==> src/sv/bps_pkg.sv <==
// ----------------------------------------------------------------------------
// Byte pattern search package
// Shared constants, register codes and beat types of the pattern search core.
// ----------------------------------------------------------------------------
package bps_pkg;

  // Longest pattern the window can hold.
  localparam int unsigned MaxPattern = 8;

  localparam int unsigned PatW     = 64;
  localparam int unsigned LenW     = 4;
  localparam int unsigned AddrW    = 32;
  localparam int unsigned CountW   = 16;
  localparam int unsigned CfgIdxW  = 3;
  localparam int unsigned CfgDataW = 64;

  localparam logic [CountW-1:0] LimitReset = 16'd16;

  typedef enum logic [CfgIdxW-1:0] {
    CfgPattern = 3'd0,
    CfgLength  = 3'd1,
    CfgStart   = 3'd2,
    CfgEnd     = 3'd3,
    CfgLimit   = 3'd4
  } cfg_reg_e;

  typedef struct packed {
    logic [7:0] data_byte;
    logic       scan_start;
  } in_beat_t;

  typedef struct packed {
    logic [AddrW-1:0]  match_address;
    logic [CountW-1:0] match_number;
    logic              limit_reached;
  } out_beat_t;

  // Control handed from the top level to every window cell.
  typedef struct packed {
    logic shift;
    logic clear;
    logic active;
  } cell_ctrl_t;

  function automatic logic [7:0] pattern_byte(logic [PatW-1:0] pat, logic [2:0] idx);
    return pat[idx*8 +: 8];
  endfunction

endpackage

==> src/sv/byte_pattern_search_core.sv <==
// ----------------------------------------------------------------------------
// Byte pattern search core
// Sliding-window search of a byte stream for a pattern of up to eight bytes.
// ----------------------------------------------------------------------------
// Usage:
//   Memory bytes enter on the in channel, one beat per byte in ascending
//   address order; scan_start on a beat begins a new scan at start_address,
//   clearing the window, the address and the match count. Each beat that
//   completes a match of the last pattern_length bytes yields one beat on the
//   out channel with the address of the match's first byte, its ordinal and
//   a flag when the ordinal equals match_limit. Bytes at or past end_address
//   are dropped, and no further match is reported once the limit is met.
//   The window is a row of seven byte cells that shift once per accepted
//   beat below end_address and compare in parallel. A match appears on the
//   out channel in the cycle after its byte is taken. The core takes one
//   byte every cycle unless a stalled result waits in the output register
//   and is not taken, in which case in_ready_o drops until it is. Reset
//   restores the register defaults, empties the window and clears the
//   output. Write registers only while idle; the core does not enforce it.
// ----------------------------------------------------------------------------
module byte_pattern_search_core (
  input  logic                           clk_i,
  input  logic                           rst_ni,
  input  logic                           cfg_we_i,
  input  logic [bps_pkg::CfgIdxW-1:0]    cfg_index_i,
  input  logic [bps_pkg::CfgDataW-1:0]   cfg_wdata_i,
  input  logic                           in_valid_i,
  output logic                           in_ready_o,
  input  bps_pkg::in_beat_t              in_data_i,
  output logic                           out_valid_o,
  input  logic                           out_ready_i,
  output bps_pkg::out_beat_t             out_data_o
);

  localparam int unsigned LenW   = bps_pkg::LenW;
  localparam int unsigned AddrW  = bps_pkg::AddrW;
  localparam int unsigned CountW = bps_pkg::CountW;
  localparam int unsigned MaxPat = bps_pkg::MaxPattern;

  // Configuration registers
  logic [bps_pkg::PatW-1:0] pattern_q;
  logic [LenW-1:0]          length_q;
  logic [AddrW-1:0]         start_q, end_q;
  logic [CountW-1:0]        limit_q;

  always_ff @(posedge clk_i or negedge rst_ni) begin
    if (!rst_ni) begin
      pattern_q <= '0;
      length_q  <= LenW'(1);
      start_q   <= '0;
      end_q     <= '0;
      limit_q   <= bps_pkg::LimitReset;
    end else if (cfg_we_i) begin
      case (bps_pkg::cfg_reg_e'(cfg_index_i))
        bps_pkg::CfgPattern: pattern_q <= cfg_wdata_i[bps_pkg::PatW-1:0];
        bps_pkg::CfgLength:  length_q  <= cfg_wdata_i[LenW-1:0];
        bps_pkg::CfgStart:   start_q   <= cfg_wdata_i[AddrW-1:0];
        bps_pkg::CfgEnd:     end_q     <= cfg_wdata_i[AddrW-1:0];
        bps_pkg::CfgLimit:   limit_q   <= cfg_wdata_i[CountW-1:0];
        default: ;
      endcase
    end
  end

  // Scan state
  logic [AddrW-1:0]  addr_q, addr_d, addr_eff;
  logic [LenW-1:0]   seen_q, seen_d, seen_eff, seen_new;
  logic [CountW-1:0] count_q, count_d, count_eff, count_next;

  logic              accept, start, ignored, hit, report;
  logic [LenW-1:0]   len_eff;
  logic [LenW-1:0]   idx0;
  logic [7:0]        chain [MaxPat];
  logic [MaxPat-1:0] eq;

  logic                out_valid_q;
  bps_pkg::out_beat_t  out_q;

  assign in_ready_o = !out_valid_q || out_ready_i;
  assign accept     = in_valid_i && in_ready_o;
  assign start      = in_data_i.scan_start;

  assign len_eff = (length_q > LenW'(MaxPat)) ? LenW'(MaxPat) : length_q;

  // A scan-start beat sees the freshly cleared state.
  assign addr_eff  = start ? start_q : addr_q;
  assign seen_eff  = start ? '0 : seen_q;
  assign count_eff = start ? '0 : count_q;
  assign ignored   = (addr_eff >= end_q);
  assign seen_new  = (seen_eff < LenW'(MaxPat)) ? seen_eff + LenW'(1) : seen_eff;

  // The newest byte lines up with the last pattern byte.
  assign chain[0] = in_data_i.data_byte;
  assign idx0     = len_eff - LenW'(1);
  assign eq[0]    = (in_data_i.data_byte == bps_pkg::pattern_byte(pattern_q, idx0[2:0]));

  for (genvar k = 1; k < MaxPat; k++) begin : g_cell
    bps_pkg::cell_ctrl_t ctrl;
    logic [7:0]          cell_in;
    logic [LenW-1:0]     pidx;

    assign ctrl.shift  = accept && !ignored;
    assign ctrl.clear  = accept && start;
    assign ctrl.active = (LenW'(k) < len_eff);
    assign pidx        = len_eff - LenW'(1) - LenW'(k);
    // On a new scan the older cells fill with zeros behind the first byte.
    assign cell_in     = (k == 1 || !start) ? chain[k-1] : 8'h00;

    bps_cell u_cell (
      .clk_i      (clk_i),
      .rst_ni     (rst_ni),
      .ctrl_i     (ctrl),
      .byte_i     (cell_in),
      .pat_byte_i (bps_pkg::pattern_byte(pattern_q, pidx[2:0])),
      .byte_o     (chain[k]),
      .eq_o       (eq[k])
    );
  end

  assign hit        = (len_eff != '0) && (seen_new >= len_eff) && (&eq);
  assign report     = accept && !ignored && hit && (count_eff < limit_q);
  assign count_next = count_eff + CountW'(1);

  always_comb begin
    addr_d  = addr_q;
    seen_d  = seen_q;
    count_d = count_q;
    if (accept) begin
      addr_d  = ignored ? addr_eff : addr_eff + AddrW'(1);
      seen_d  = ignored ? seen_eff : seen_new;
      count_d = report ? count_next : count_eff;
    end
  end

  always_ff @(posedge clk_i or negedge rst_ni) begin
    if (!rst_ni) begin
      addr_q      <= '0;
      seen_q      <= '0;
      count_q     <= '0;
      out_valid_q <= 1'b0;
    end else begin
      addr_q  <= addr_d;
      seen_q  <= seen_d;
      count_q <= count_d;
      if (in_ready_o) begin
        out_valid_q <= report;
      end
    end
  end

  always_ff @(posedge clk_i) begin
    if (in_ready_o && report) begin
      out_q.match_address <= addr_eff - AddrW'(len_eff - LenW'(1));
      out_q.match_number  <= count_next;
      out_q.limit_reached <= (count_next == limit_q);
    end
  end

  assign out_valid_o = out_valid_q;
  assign out_data_o  = out_q;

endmodule

==> src/sv/bps_cell.sv <==
// ----------------------------------------------------------------------------
// Byte pattern search window cell
// Holds one earlier byte of the window, passes it on when the window shifts
// and compares it with the pattern byte that lines up with its position.
// ----------------------------------------------------------------------------
module bps_cell (
  input  logic                clk_i,
  input  logic                rst_ni,
  input  bps_pkg::cell_ctrl_t ctrl_i,
  input  logic [7:0]          byte_i,
  input  logic [7:0]          pat_byte_i,
  output logic [7:0]          byte_o,
  output logic                eq_o
);

  logic [7:0] byte_q, byte_d;

  always_comb begin
    byte_d = byte_q;
    if (ctrl_i.shift) begin
      byte_d = byte_i;
    end else if (ctrl_i.clear) begin
      byte_d = '0;
    end
  end

  always_ff @(posedge clk_i or negedge rst_ni) begin
    if (!rst_ni) begin
      byte_q <= '0;
    end else begin
      byte_q <= byte_d;
    end
  end

  // A position beyond the pattern length always agrees.
  assign eq_o   = !ctrl_i.active || (byte_q == pat_byte_i);
  assign byte_o = byte_q;

endmodule

==> config.mk <==
export PLATFORM = sky130hd
export DESIGN_NAME = byte_pattern_search_core
export DESIGN_NICKNAME = d
export VERILOG_FILES = /design/src/sv/bps_pkg.sv /design/src/sv/byte_pattern_search_core.sv /design/src/sv/bps_cell.sv
export SDC_FILE = /design/constraint.sdc
export NUM_CORES = 1
export LEC_CHECK = 0
export BUFFER_PORTS_ARGS = -buffer_cell sky130_fd_sc_hd__buf_2
export CAP_MARGIN = 5
export CORE_UTILIZATION = 25
export CTS_CLUSTER_SIZE = 16
export DETAILED_ROUTE_END_ITERATION = 8
export GPL_TIMING_DRIVEN = 0
export PLACE_DENSITY = 0.39
export SLEW_MARGIN = 30
export SYNTH_ARGS = -nofsm -noshare
export SYNTH_HDL_FRONTEND = slang
export SYNTH_HIERARCHICAL = 1
export SYNTH_SLANG_ARGS = --single-unit
==> constraint.sdc <==
create_clock -name clk_i -period 8.2 [get_ports clk_i]
set_input_delay 1.64 -clock clk_i [delete_from_list [all_inputs] [get_ports clk_i]]
set_output_delay 1.64 -clock clk_i [all_outputs]
set_load 0.02 [all_outputs]
==> results of run 1 <==
## kinds of logic after synthesis
family / share of synthesized area, %
xor+xnor: 6.928
flops: 39.79
buf+inv: 3.974
simple gates: 15.11
fa+ha+maj: 5.247
compound gates: 9.221
mux: 19.73
## critical path, cell delays in order
cell and delay [ns]:
sky130_fd_sc_hd__buf_6 0.14, sky130_fd_sc_hd__buf_6 0.18, sky130_fd_sc_hd__buf_2 0.30, sky130_fd_sc_hd__buf_2 0.40, sky130_fd_sc_hd__buf_2 0.47, sky130_fd_sc_hd__buf_2 0.46
sky130_fd_sc_hd__buf_2 0.47, sky130_fd_sc_hd__mux2i_1 0.52, sky130_fd_sc_hd__inv_1 0.10, sky130_fd_sc_hd__ha_1 0.33, sky130_fd_sc_hd__nand4_1 0.08, sky130_fd_sc_hd__nor2_1 0.06
sky130_fd_sc_hd__a221oi_1 0.25, sky130_fd_sc_hd__o21ai_0 0.23, sky130_fd_sc_hd__a21oi_1 0.44, sky130_fd_sc_hd__o21a_1 0.46, sky130_fd_sc_hd__nand2_1 0.43, sky130_fd_sc_hd__inv_2 0.56
sky130_fd_sc_hd__buf_16 0.23, sky130_fd_sc_hd__buf_6 0.15, sky130_fd_sc_hd__nand2b_4 0.12, sky130_fd_sc_hd__o21ai_2 0.05
## cell type report
class	count	area share (%)
Multi-Input combinational cell	1390	47.67
Tap cell	1050	5.598
Timing Repair Buffer	139	3.700
Buffer	79	1.781
Sequential cell	306	33.68
Clock inverter	10	0.4531
Inverter	98	1.610
Clock buffer	66	5.507
## cell usage after synthesis (14+ instances only)
cell / n / area, sq um
sky130_fd_sc_hd__mux2_2: 176 / 1982
sky130_fd_sc_hd__edfxtp_1: 49 / 1471
sky130_fd_sc_hd__inv_1: 91 / 341.6
sky130_fd_sc_hd__nand2b_4: 14 / 192.7
sky130_fd_sc_hd__a21oi_1: 40 / 200.2
sky130_fd_sc_hd__nor3_1: 28 / 140.1
sky130_fd_sc_hd__nor4_1: 16 / 100.1
sky130_fd_sc_hd__nand4_1: 33 / 206.5
sky130_fd_sc_hd__a21o_1: 22 / 165.2
sky130_fd_sc_hd__o21ai_1: 22 / 110.1
sky130_fd_sc_hd__nand3_1: 31 / 155.2
sky130_fd_sc_hd__nor2b_1: 67 / 419.2
sky130_fd_sc_hd__o21ai_2: 14 / 122.6
sky130_fd_sc_hd__o21ai_0: 108 / 540.5
sky130_fd_sc_hd__dfrtp_1: 255 / 6381
sky130_fd_sc_hd__mux2i_1: 54 / 540.5
sky130_fd_sc_hd__ha_1: 80 / 1001
sky130_fd_sc_hd__nand2b_1: 56 / 350.3
sky130_fd_sc_hd__clkbuf_1: 42 / 157.7
sky130_fd_sc_hd__xor2_1: 14 / 122.6
sky130_fd_sc_hd__mux4_2: 57 / 1284
sky130_fd_sc_hd__nor2_1: 54 / 202.7
sky130_fd_sc_hd__nand2_1: 226 / 848.3
sky130_fd_sc_hd__xnor2_1: 140 / 1226
## metal layers
| layer | GRT usage (%) | wire (um) | vias up |
|---|---|---|---|
| met5 | 0 | 0 | - |
| met3 | 2.934 | 3710 | 65 |
| li1 | - | - | 7059 |
| met1 | 25.08 | 33590 | 7704 |
| met2 | 26.74 | 31510 | 410 |
| met4 | 4.216 | 1277 | 0 |
## through the flow
step           utilization [%]  std cells
2_1_floorplan                -       1873
3_3_place_gp             27.72       3053
3_5_place_dp             28.01       3060
4_1_cts                  29.79       3136
5_1_grt                  29.81       3138
6_report                 29.81       3138
## how the worst min path moves through the flow
stage / start / endpoint / slack [ns] / cells past startpoint
2_1_floorplan: addr_q[11]$_DFFE_PN0P_ / addr_q[11]$_DFFE_PN0P_ / 0.44 / 2
3_3_place_gp: addr_q[13]$_DFFE_PN0P_ / addr_q[13]$_DFFE_PN0P_ / 0.46 / 2
3_5_place_dp: addr_q[13]$_DFFE_PN0P_ / addr_q[13]$_DFFE_PN0P_ / 0.47 / 2
4_1_cts: addr_q[1]$_DFFE_PN0P_ / addr_q[1]$_DFFE_PN0P_ / 0.48 / 2
5_1_grt: addr_q[13]$_DFFE_PN0P_ / addr_q[13]$_DFFE_PN0P_ / 0.50 / 2
6_report: addr_q[23]$_DFFE_PN0P_ / addr_q[23]$_DFFE_PN0P_ / 0.48 / 2
## power groups by stage
stage	Sequential, W	Clock [W]	Combinational, W
final	0.00208	0.00187	0.00310
after floorplan	0.00199	0	0.00222
after global routing	0.00211	0.00199	0.00337
after CTS	0.00208	0.00194	0.00311
after detailed placement	0.00210	0	0.00308
after global placement	0.00209	0	0.00305
## repair_timing
action,CTS,global route
pin swaps,0,1
setup buffers,0,2
endpoints found under the hold margin,0,0
endpoints found under the setup margin,22,22
resized for setup,1,0
## flip-flops by register name, summed over array words and instances (netlist names)
register and cells:
length_q 4, seen_q 4, out_data_o 49, pattern_q 64, count_q 16, addr_q 32
out_valid_o 1, limit_q 16, g_cell.u_cell/byte_o 56, start_q 32, end_q 32
==> impl.org, run 1 <==
** Finish
- Most frequent standard cell in the layout excluding fill and tap cells :: sky130_fd_sc_hd__dfrtp_1
- Share of post-route cells with drive strength above 1 :: 25.34%
- Synth-to-layout area growth :: 18.15%
- The layout has approximately 8100 filler cells.
- The finished cells cover 23470 sq um.
- Total area of multi-input combinational cells :: 11190 sq um
- Commonest cells after routing, fill and taps aside :: 255 x sky130_fd_sc_hd__dfrtp_1, 226 x sky130_fd_sc_hd__nand2_1, 176 x sky130_fd_sc_hd__mux2_2, 142 x sky130_fd_sc_hd__buf_2, 140 x sky130_fd_sc_hd__xnor2_1
- FF+latch area :: a little under 8000 sq um
- The final layout contains 2217 nets.
- Total inserted antenna cells :: 0

** Clock tree
- The clock tree synthesis step divided the H-tree into 2 levels.
- For the worst-skew pair, the clock arrives at the later sink with an insertion delay of 0.59 ns.
- TritonCTS created 41 clock buffers.
- TritonCTS built the clock tree.
- Clock slew seen by the registers of the worst setup and hold paths :: approximately 0.050 ns
- Counting every sink on the clock net gives 306.
- Worst-case clock buffer depth :: 3
- Hold buffer count at cts :: 0
- Clock Root Buffer :: sky130_fd_sc_hd__clkbuf_16

** Place
- Weighted congestion at the end of routability-driven global placement :: 0.8926
- Timing analysis after detailed placement gives a worst setup slack of -0.7302 ns.
- Detail Placement HPWL :: between 50000 and 60000 um
- Summing all placed instances gives a cell area of 22050 sq um.
- Buffers placed on the I/O ports in this run total 130.

** Timing
- In the finished design, the share of the clock period the worst path needs comes to 93.95%.
- Setup violations remaining at the end of the flow were counted as 0.
- The number of pins exceeding their max-slew limit in the final report came to 0.
- Across all setup checks in the final design, the least slack found is 0.4964 ns.
- WHS :: 0.4772 ns
- Unrepaired setup endpoints after global routing :: no
- In the final timing run, aggregate negative setup slack is 0 ns.
- At the pin with the least slew margin, the transition time is 0.9402 ns.
- The number of failing hold endpoints at the final stage was 0.
- The routed design could run at a clock period as short as 7.704 ns.
- Post-Route Skew :: 0.02679 ns
- Peak clock frequency supported by timing :: 0.1298 GHz
- Tightest slew margin relative to the limit :: between 30% and 40%

** Setup path
- For flop-to-flop paths, the worst setup slack is 1.27 ns.
- R2r worst-path depth :: 21
- Capture point of the critical path :: g_cell[1].u_cell/byte_o[1]$_DFFE_PN0P_
- Worst-path maximum fanout :: 27
- The worst setup path is captured at a flip-flop.
- For the worst setup path, the data required time is 8.65 ns.
- Worst path arrival time :: 8.15 ns
- RR Startpoint :: length_q[3]$_DFFE_PN0P_
- Startpoint class of the critical path :: input pin
- The critical path starts at in_data_i[0].
- In this run the critical register-to-register path is captured at count_q[6]$_DFFE_PN0P_.
- Critical setup path kind :: input pin to flip-flop

** Synthesis
- Synthesis produced a netlist whose cell count is 1873.
- Dividing the synthesized area by the synthesized cell count gives 10.61 sq um.
- Summing the sequential cell areas from Yosys gives between 30% and 40% of the chip area.
- In this run, synthesis produced a sequential element count of about 300.
- Prevailing post-synth register cell :: sky130_fd_sc_hd__dfrtp_1
- Yosys mapped the design onto 86 distinct sky130hd cell types.
- Number of enable-type register cells in the synthesized netlist :: 49
- Share of async-settable or async-resettable flops after synthesis :: 83.99%
- Counting every net in the synthesized netlist gives between 2000 and 2500.
- The Yosys step of the flow raised 6 warnings.
- The mapped netlist covers 19870 sq um.

** Detailed routing
- Final antenna-violating net count :: 0
- In this run, the number of DRC markers left after iteration 0 of detailed routing was 1161.
- Average vias per placed instance :: a little under 5
- DRC violations left :: 0
- Vias :: about 15000
- Wires add up to 70090 um.
- Routed wire length per instance :: 22.33 um
- The first TritonRoute pass finished after 5 iterations.

** Die
- The die is 283.9 um tall.
- Boundary Pins :: around 130
- Die area :: roughly 80000 sq um
- Die X-Extent :: 283.9 um
- The floorplan step defined a core boundary enclosing 78740 sq um.
- The initial utilization of the core area, before any placement, comes to 25.23%.
- The initialized floorplan defines 103 standard-cell rows.

** Pwr
- Power, Total :: 0.007050 W
- Summed over all cells, the static leakage comes to 9.581 nW.
- Share of total power in sequential cells :: between 20 and 30%
- Internal :: around 0.0043 W
- The clock network is responsible for between 20% and 30% of the overall power.
- In this run switching power makes up 38.74% of total power.
- In this run, the combinational gates consume 44.0% of the power.
- The worst-case IR drop observed on VDD is 147.3 uV.
- The analysis attributes to net switching a power of 0.002731 W.
- Power density over cell area :: 300.4 nW/um^2

** Outcome
- The flow ran to the end, and the final reports show no timing, DRC or antenna violations.

** Global route
- Initial antenna violation count :: 1
- GRT Resource Usage Total :: 17.37%
- The first global-routing pass estimated ~100000 um of wire.
- Largest net degree at the start of global routing :: 76
- The total overflow left after global routing is 0.
- Vias in the first global route :: 15340

** Job
- MaxCap Viol Count :: 0

** Hold path
- The path class of the tightest hold or removal check is flip-flop to flip-flop.
Power figures use the tool's default switching activity.
==> run 2, diff against run 1 <==
CELL_PAD_IN_SITES_DETAIL_PLACEMENT = 0   (was default)
CELL_PAD_IN_SITES_GLOBAL_PLACEMENT = 1   (was default)
CTS_CLUSTER_DIAMETER = 150   (was default)
PLACE_DENSITY = 0.46   (was 0.39)
==> run 2 against run 1 <==
  * Sequential cell count stayed put
  * Sequential share of layout area increased by 1.1 points
  * Final cell count is 1.2% lower
  * Highest routed layer unchanged
==> impl.org, run 2 (synthesized netlist as in run 1, its figures left out) <==
** Finish
- The area taken by flip-flops and latches is 7905 sq um (unchanged).
- The library cells used most frequently in the layout, excluding fill and tap cells, are 255 x sky130_fd_sc_hd__dfrtp_1, 226 x sky130_fd_sc_hd__nand2_1, 176 x sky130_fd_sc_hd__mux2_2, 141 x sky130_fd_sc_hd__buf_2, 140 x sky130_fd_sc_hd__xnor2_1.
- # nets final :: 2197 (-0.90%)
- Count of fill cells added during filler insertion :: 8267 (+1.6%)
- The number of flip-flops under the largest register name came to 64 (unchanged).
- The area of combinational cells with multiple inputs was 11190 sq um (unchanged).
- The number of diodes added for antenna fixing was 0 (unchanged).
- Final core area utilization :: 28.86% (-0.94 points)
- Share of post-route cells with drive strength above 1 :: 23.74% (-1.6 points)
- Synth-to-layout area growth :: 14.40%
- Leaving out fill and tap cells, the most frequent cell in the layout is sky130_fd_sc_hd__dfrtp_1.
- Ranked by flip-flop count, first place goes to pattern_q.

** Detailed routing
- The iteration count of the initial detailed-routing pass was 5 (unchanged).
- The count of antenna-violating nets left after detailed routing was 0 (unchanged).
- The average routed wire per standard cell came to 23.07 um (+3.3%).
- The first-iteration detailed-routing DRC count is 858 (-26%).
- Total Wirelength :: 71560 um (+2.1%)
- The vias after detailed routing came to 14950 (-1.9%).
- The number of vias per cell after detailed routing came to 4.820 (-0.74%).
- DRC violations left :: 0 (unchanged)

** Timing
- The number of pins exceeding their max-slew limit in the final report is 0 (unchanged).
- The worst-case clock skew was 0.03080 ns (+0.004015 ns).
- The final worst-path cycle share came to 94.43% (+0.49 points).
- Setup repair after global routing left no endpoint under its margin.
- Peak clock frequency supported by timing :: 0.1291 GHz (-0.52%)
- Measured slew at the worst slew-check pin :: 0.9536 ns (+0.01342 ns)
- Hold violation count in the final report :: 0 (unchanged)
- The final setup violation count was 0 (unchanged).
- The clock period minus worst slack is 7.744 ns (+0.04006 ns).
- Tightest slew margin relative to the limit :: 36.00% (-0.90 points)

** Die
- Std-Cell Core Area :: 78740 sq um (unchanged)
- The width of the die came to 283.9 um (unchanged).
- Initial core utilization :: 25.23% (unchanged)
- Die area :: 80590 sq um (unchanged)
- Die Y-Extent :: 283.9 um (unchanged)
- The row count was 103 (unchanged).
- The total I/O pin count came to 132 (unchanged).

** Job
- MaxCap Viol Count :: 0 (unchanged)

** Clock tree
- Worst-skew pair later-pin latency :: 0.58 ns (about the same)
- Setup Fix Bufs, Post-CTS :: 0 (unchanged)
- The clock transition at the registers of the reported paths was 0.08 ns (+0.03 ns).
- Clock tree from TritonCTS :: built
- Clock Root Buffer :: sky130_fd_sc_hd__clkbuf_16
- H-tree level count :: 1 (-1)
- The number of clock sinks seen by CTS came to 306 (unchanged).
- The hold-fix buffer count after cts was 0 (unchanged).
- The quantity of gates resized following cts was 1 (unchanged).
- The number of buffers between clock root and the deepest sink came to 3 (unchanged).
- The clock buffer count from CTS is 23 (-44%).

** Global route
- The sum of overflow across all layers after global routing came to 0 (unchanged).
- The wire length of the first global-routing pass came to 105400 um (+1.1%).
- GRT Resource Usage Total :: 17.52% (+0.15 points)
- The via count of the first global-routing pass is 14990 (-2.3%).
- Largest net degree at the start of global routing :: 82 (+7.9%)
- Initial antenna violation count :: 1 (unchanged)

** Setup path
- Type of element capturing the critical path :: flip-flop
- Startpoint class of the critical path :: input pin
- The largest individual stage delay along the critical path comes from the cell sky130_fd_sc_hd__nor2_4.
- Dominant delay contributor by cell family on the critical path :: buffers and inverters
- The worst setup path is of the input pin to flip-flop kind.
- The critical path goes through buf_6 -> buf_6 -> buf_2 -> buf_2 -> buf_2 -> buf_2 -> buf_2 -> clkbuf_2 -> clkbuf_2 -> nor2b_1 -> ha_1 -> nor2b_1 -> o21a_1 -> o21a_1 -> o21ai_0 -> a21oi_1 -> nor4_2 -> nand3_2 -> nor2_4 -> buf_16 -> buf_16.
- Required time worst endpoint :: 8.46 ns (-0.19 ns)
- By instance count, the cell type seen most on the critical path is sky130_fd_sc_hd__buf_2.
- Worst-path maximum fanout :: 21 (-22%)
- The arrival time at the worst endpoint was 8.01 ns (-0.14 ns).
- The maximum single-stage delay on the critical path was 0.53 ns (-0.03 ns).
- The number of buffer and inverter instances along the worst setup path came to 11 (unchanged).

** Pwr
- Worst vdd rail ir drop :: 144.7 uV (-1.8%)
- The total power of the final layout came to 0.006383 W (-9.5%).
- Power density over cell area :: 280.8 nW/um^2 (-6.5%)
- Static Leakage :: 9.207 nW (-3.9%)

** Hold path
- The path class of the tightest hold or removal check is flip-flop to flip-flop.

** Place
- The placer's final routability congestion estimate came to 0.8730 (-2.2%).
- The placed wire-length estimate was 55180 um (+2.7%).
- The number of buffers added on ports was 130 (unchanged).

** Outcome
- Run status :: finished, final reports clean
-- run 2: cell count changes in the layout (fill, tap and decap cells not counted), moves of 5 or more --
cell and delta:
sky130_fd_sc_hd__clkbuf_8 -13, sky130_fd_sc_hd__clkbuf_1 +5, sky130_fd_sc_hd__clkbuf_16 -20, sky130_fd_sc_hd__clkinv_2 -5
-- run 2: cell type report --
type                    count  area share (%)
inverters                  98           1.663
multi-input cells        1390           49.23
clock buffers              39           2.797
plain buffers              79           1.844
well taps                1050           5.781
clock inverters             2          0.1817
repair buffers            137           3.722
flip-flops and latches    306           34.78
-- run 2: stage by stage --
stage	hold WS (ns)	TNS (ns)	std cells	setup WS, ns	instance area [sq um]
2_1_floorplan	0.4422	0	1873	0.5904	19870
3_3_place_gp	0.4588	-214.20	3053	-3.483	21830
3_5_place_dp	0.4660	-28.57	3060	-0.6693	22050
4_1_cts	0.4863	0	3101	0.1449	22720
5_1_grt	0.4987	0	3101	0.1455	22730
6_report	0.4802	0	3101	0.4564	22730
-- run 2: final timing paths --
path | from | to | slack [ns] | depth (start not counted)
worst max register to register | length_q[3]$_DFFE_PN0P_ | out_data_o[39]$_DFFE_PP_ | 1.05 | 21
max in group asynchronous | rst_ni | end_q[13]$_DFFE_PN0P_ | 6.06 | 3
worst max-delay path | in_data_i[0] | out_data_o[39]$_DFFE_PP_ | 0.46 | 21
worst min-delay path | addr_q[17]$_DFFE_PN0P_ | addr_q[17]$_DFFE_PN0P_ | 0.48 | 2
min in group asynchronous | rst_ni | g_cell[6].u_cell/byte_o[0]$_DFFE_PN0P_ | 0.99 | 1
worst min register to register | addr_q[17]$_DFFE_PN0P_ | addr_q[17]$_DFFE_PN0P_ | 0.48 | 2
-- run 2: layer usage --
metal  wire [um]  global-route usage (%)
met5           0                       0
met4        1282                   3.514
met3        3789                   2.741
met2       31910                   27.18
met1       34580                   25.54
-- run 2: worst reg2reg max path: stages, from the launching register on --
cell                       delay [ns]
sky130_fd_sc_hd__dfrtp_1         0.48
sky130_fd_sc_hd__inv_2           0.19
sky130_fd_sc_hd__nand2_1         0.29
sky130_fd_sc_hd__ha_1            0.44
sky130_fd_sc_hd__buf_2           0.30
sky130_fd_sc_hd__inv_1           0.12
sky130_fd_sc_hd__buf_2           0.24
sky130_fd_sc_hd__xnor2_1         0.65
sky130_fd_sc_hd__clkbuf_1        0.49
sky130_fd_sc_hd__mux2_2          0.46
sky130_fd_sc_hd__xnor2_1         0.17
sky130_fd_sc_hd__nand4_1         0.17
sky130_fd_sc_hd__o21ai_1         0.17
sky130_fd_sc_hd__nand4_1         0.12
sky130_fd_sc_hd__a211oi_1        0.35
sky130_fd_sc_hd__nand3_1         0.12
sky130_fd_sc_hd__nor3_1          0.50
sky130_fd_sc_hd__and3_1          0.26
sky130_fd_sc_hd__nand3_2         0.33
sky130_fd_sc_hd__nor2_4          0.54
sky130_fd_sc_hd__buf_16          0.23
sky130_fd_sc_hd__buf_16          0.21
-- run 2: where the power goes --
part	total (W)	switching, W	internal [W]
logic	0.00313	0.00175	0.00137
clock network	0.00118	0.000622	0.000563
registers	0.00207	0.000248	0.00182
total	0.00638	0.00262	0.00376
==> run 3, diff against run 2 <==
clock period = 8.95 ns   (was 8.2 ns; I/O delays follow)
==> run 3 against run 2 <==
  * Utilization about the same
  * Hold slack barely moved
  * Via count decreased by 0.31%
  * Wire length fell by 0.14%
  * Critical endpoint unchanged
  * Combinational power down 8.6%
  * Clock power decreased by 8%
  * Sequential power fell by 8%
==> impl.org, run 3 (synthesized netlist as in run 1, its figures left out) <==
** Outcome
- Run status :: finished, final reports clean

** Detailed routing
- Highest metal layer with signal wires :: met4
- Routed wire length per instance :: 23.04 um (-0.14%)
- Met3 Routed Length :: 3484 um (-8.0%)
- The iteration count of the initial detailed-routing pass is 5 (unchanged).
- Count of routing violations after the opening detailed-route iteration :: 871 (+1.5%)
- Vias :: 14900 (-0.31%)
- Final antenna-violating net count :: 0 (unchanged)
- DRT met1 WL :: 34820 um (+0.69%)
- The post-detailed-routing wire length was 71450 um (-0.14%).
- Routed wire length on met2 :: 31830 um (-0.24%)
- The number of vias per cell after detailed routing came to 4.805 (-0.31%).
- The DRC violation count after routing is 0 (unchanged).

** Finish
- Register ranked first by flip-flop count :: pattern_q
- # nets final :: 2197 (unchanged)
- The number of diodes added for antenna fixing came to 0 (unchanged).
- The top cell types in the final layout, fill and taps aside, are 255 x sky130_fd_sc_hd__dfrtp_1, 226 x sky130_fd_sc_hd__nand2_1, 176 x sky130_fd_sc_hd__mux2_2, 141 x sky130_fd_sc_hd__buf_2, 140 x sky130_fd_sc_hd__xnor2_1.
- Leaving out fill and tap cells, the most frequent cell in the layout is sky130_fd_sc_hd__dfrtp_1.
- The area added between synthesis and finish came to 14.39% (about the same).
- The share of post-route cells with drive strength above 1 is 23.65% (-0.098 points).
- The share of the core filled with cells came to 28.86% (about the same).
- The number of flip-flops under the largest register name was 64 (unchanged).

** Setup path
- The worst endpoint required time is 9.21 ns (+0.75 ns).
- The arrival time at the worst endpoint was 8.60 ns (+0.59 ns).
- Startpoint class of the critical path :: input pin
- Type of element capturing the critical path :: flip-flop
- Worst-path maximum fanout :: 21 (unchanged)
- The worst setup path is of the input pin to flip-flop kind.

** Die
- Initial core utilization :: 25.23% (unchanged)
- Die area :: 80590 sq um (unchanged)
- The width of the die was 283.9 um (unchanged).
- The total I/O pin count was 132 (unchanged).
- The row count was 103 (unchanged).
- Std-Cell Core Area :: 78740 sq um (unchanged)
- Die Y-Extent :: 283.9 um (unchanged)

** Global route
- The wire length of the first global-routing pass is 105400 um (unchanged).
- The initial antenna violation count came to 1 (unchanged).
- Vias in the first global route :: 14990 (+0.013%)
- The pin count of the biggest net entering global routing was 82 (unchanged).
- The sum of overflow across all layers after global routing is 0 (unchanged).
- The overall global routing resource usage was 17.52% (about the same).

** Timing
- The number of failing hold endpoints at the final stage is 0 (unchanged).
- The final setup violation count was 0 (unchanged).
- Post-Route Skew :: 0.02950 ns (-0.001306 ns)
- Tightest slew margin relative to the limit :: 40.77% (+4.8 points)
- Derived from the worst setup path, the maximum achievable clock frequency is approximately 0.12 GHz.
- Unrepaired setup endpoints after global routing :: no
- Final count of pins violating max slew :: 0 (unchanged)
- The final critical path takes up just over 90% of the cycle.
- Clock period minus worst slack :: 8.339 ns
- WHS :: 0.4802 ns (+0.00001300 ns)
- Summed negative setup slack over all endpoints :: 0 ns (unchanged)
- The measured slew at the worst slew-check pin is 0.8825 ns (-0.07116 ns).

** Clock tree
- Setup Fix Bufs, Post-CTS :: 0 (unchanged)
- Clock tree from TritonCTS :: built
- The clock network latency to the later pin of the worst-skew pair was 0.58 ns (about the same).
- Hold buffer count at cts :: 0 (unchanged)
- H-tree level count :: 1 (unchanged)
- Clock Root Buffer :: sky130_fd_sc_hd__clkbuf_16
- Clock slew seen by the registers of the worst setup and hold paths :: 0.08 ns (about the same)
- The quantity of gates resized following cts is 0 (-1).
- The number of buffers between clock root and the deepest sink was 3 (unchanged).
- The clock buffer count from CTS was 23 (unchanged).
- The number of clock sinks seen by CTS was 306 (unchanged).

** Place
- The placer's final routability congestion estimate came to 0.8730 (unchanged).
- The placed wire-length estimate is 55180 um (unchanged).
- The number of buffers added on ports was 130 (unchanged).

** Job
- MaxCap Viol Count :: 0 (unchanged)

** Pwr
- The leakage power summed over all cells was 9.201 nW (about the same).
- The peak ir drop on the vdd network came to 132.1 uV (-8.7%).
- Power density over cell area :: 257.2 nW/um^2 (-8.4%)

** Hold path
- Hold crit path type :: flip-flop to flip-flop
==> run 3: cell counts in the layout (fill, tap and decap cells not counted) <==
No cell type changed its count.
==> run 3: per-stage QoR <==
stage | worst slack, ns | power, W | cells | cell area, sq um
after global placement | -2.883 | 0.004763 | 3053 | 21830
after global routing | 0.2677 | 0.006228 | 3101 | 22720
after detailed placement | -0.06925 | 0.004780 | 3060 | 22050
after floorplan | 1.190 | 0.003862 | 1873 | 19870
final | 0.6111 | 0.005845 | 3101 | 22720
after CTS | 0.4797 | 0.005917 | 3101 | 22720
==> run 3: power breakdown <==
group	total (W)	internal [W]	switching, W
Combinational	0.00286	0.00126	0.00160
Clock	0.00108	0.000516	0.000569
Sequential	0.00190	0.00167	0.000227
==> run 3: path summary, 6_finish.rpt <==
path	from	to	slack, ns	depth (start not counted)
max in group asynchronous	rst_ni	end_q[13]$_DFFE_PN0P_	6.65	3
max	in_data_i[0]	out_data_o[39]$_DFFE_PP_	0.61	21
min reg2reg	addr_q[17]$_DFFE_PN0P_	addr_q[17]$_DFFE_PN0P_	0.48	2
max reg2reg	length_q[3]$_DFFE_PN0P_	out_data_o[39]$_DFFE_PP_	1.82	21
min	addr_q[17]$_DFFE_PN0P_	addr_q[17]$_DFFE_PN0P_	0.48	2
min in group asynchronous	rst_ni	g_cell[6].u_cell/byte_o[0]$_DFFE_PN0P_	1.14	1
==> run 3: final cells by class <==
cell class / instances / area (sq um)
plain buffers: 79 / 416.7
flip-flops and latches: 306 / 7905
well taps: 1050 / 1314
clock inverters: 2 / 41.29
inverters: 98 / 377.9
repair buffers: 137 / 845.8
clock buffers: 39 / 635.6
multi-input cells: 1390 / 11190
fillers: 8269 / 56020
==> run 3: per-layer routing <==
layer  vias to the layer above  track usage [%]
met5                         -                0
met4                         0            3.568
met3                        62            2.741
met2                       363            27.16
met1                      7477            25.53
li1                       6999                -
==> run 3: worst max-delay path, cell delays in order <==
cell                       delay (ns)
sky130_fd_sc_hd__buf_6           0.14
sky130_fd_sc_hd__buf_6           0.18
sky130_fd_sc_hd__buf_2           0.32
sky130_fd_sc_hd__buf_2           0.39
sky130_fd_sc_hd__buf_2           0.45
sky130_fd_sc_hd__buf_2           0.46
sky130_fd_sc_hd__buf_2           0.46
sky130_fd_sc_hd__clkbuf_1        0.58
sky130_fd_sc_hd__clkbuf_1        0.55
sky130_fd_sc_hd__nor2b_1         0.16
sky130_fd_sc_hd__ha_1            0.30
sky130_fd_sc_hd__nor2b_1         0.13
sky130_fd_sc_hd__o21a_1          0.16
sky130_fd_sc_hd__o21a_1          0.17
sky130_fd_sc_hd__o21ai_0         0.24
sky130_fd_sc_hd__a21oi_1         0.31
sky130_fd_sc_hd__nor4_2          0.37
sky130_fd_sc_hd__nand3_2         0.39
sky130_fd_sc_hd__nor2_4          0.52
sky130_fd_sc_hd__buf_16          0.22
sky130_fd_sc_hd__buf_16          0.18
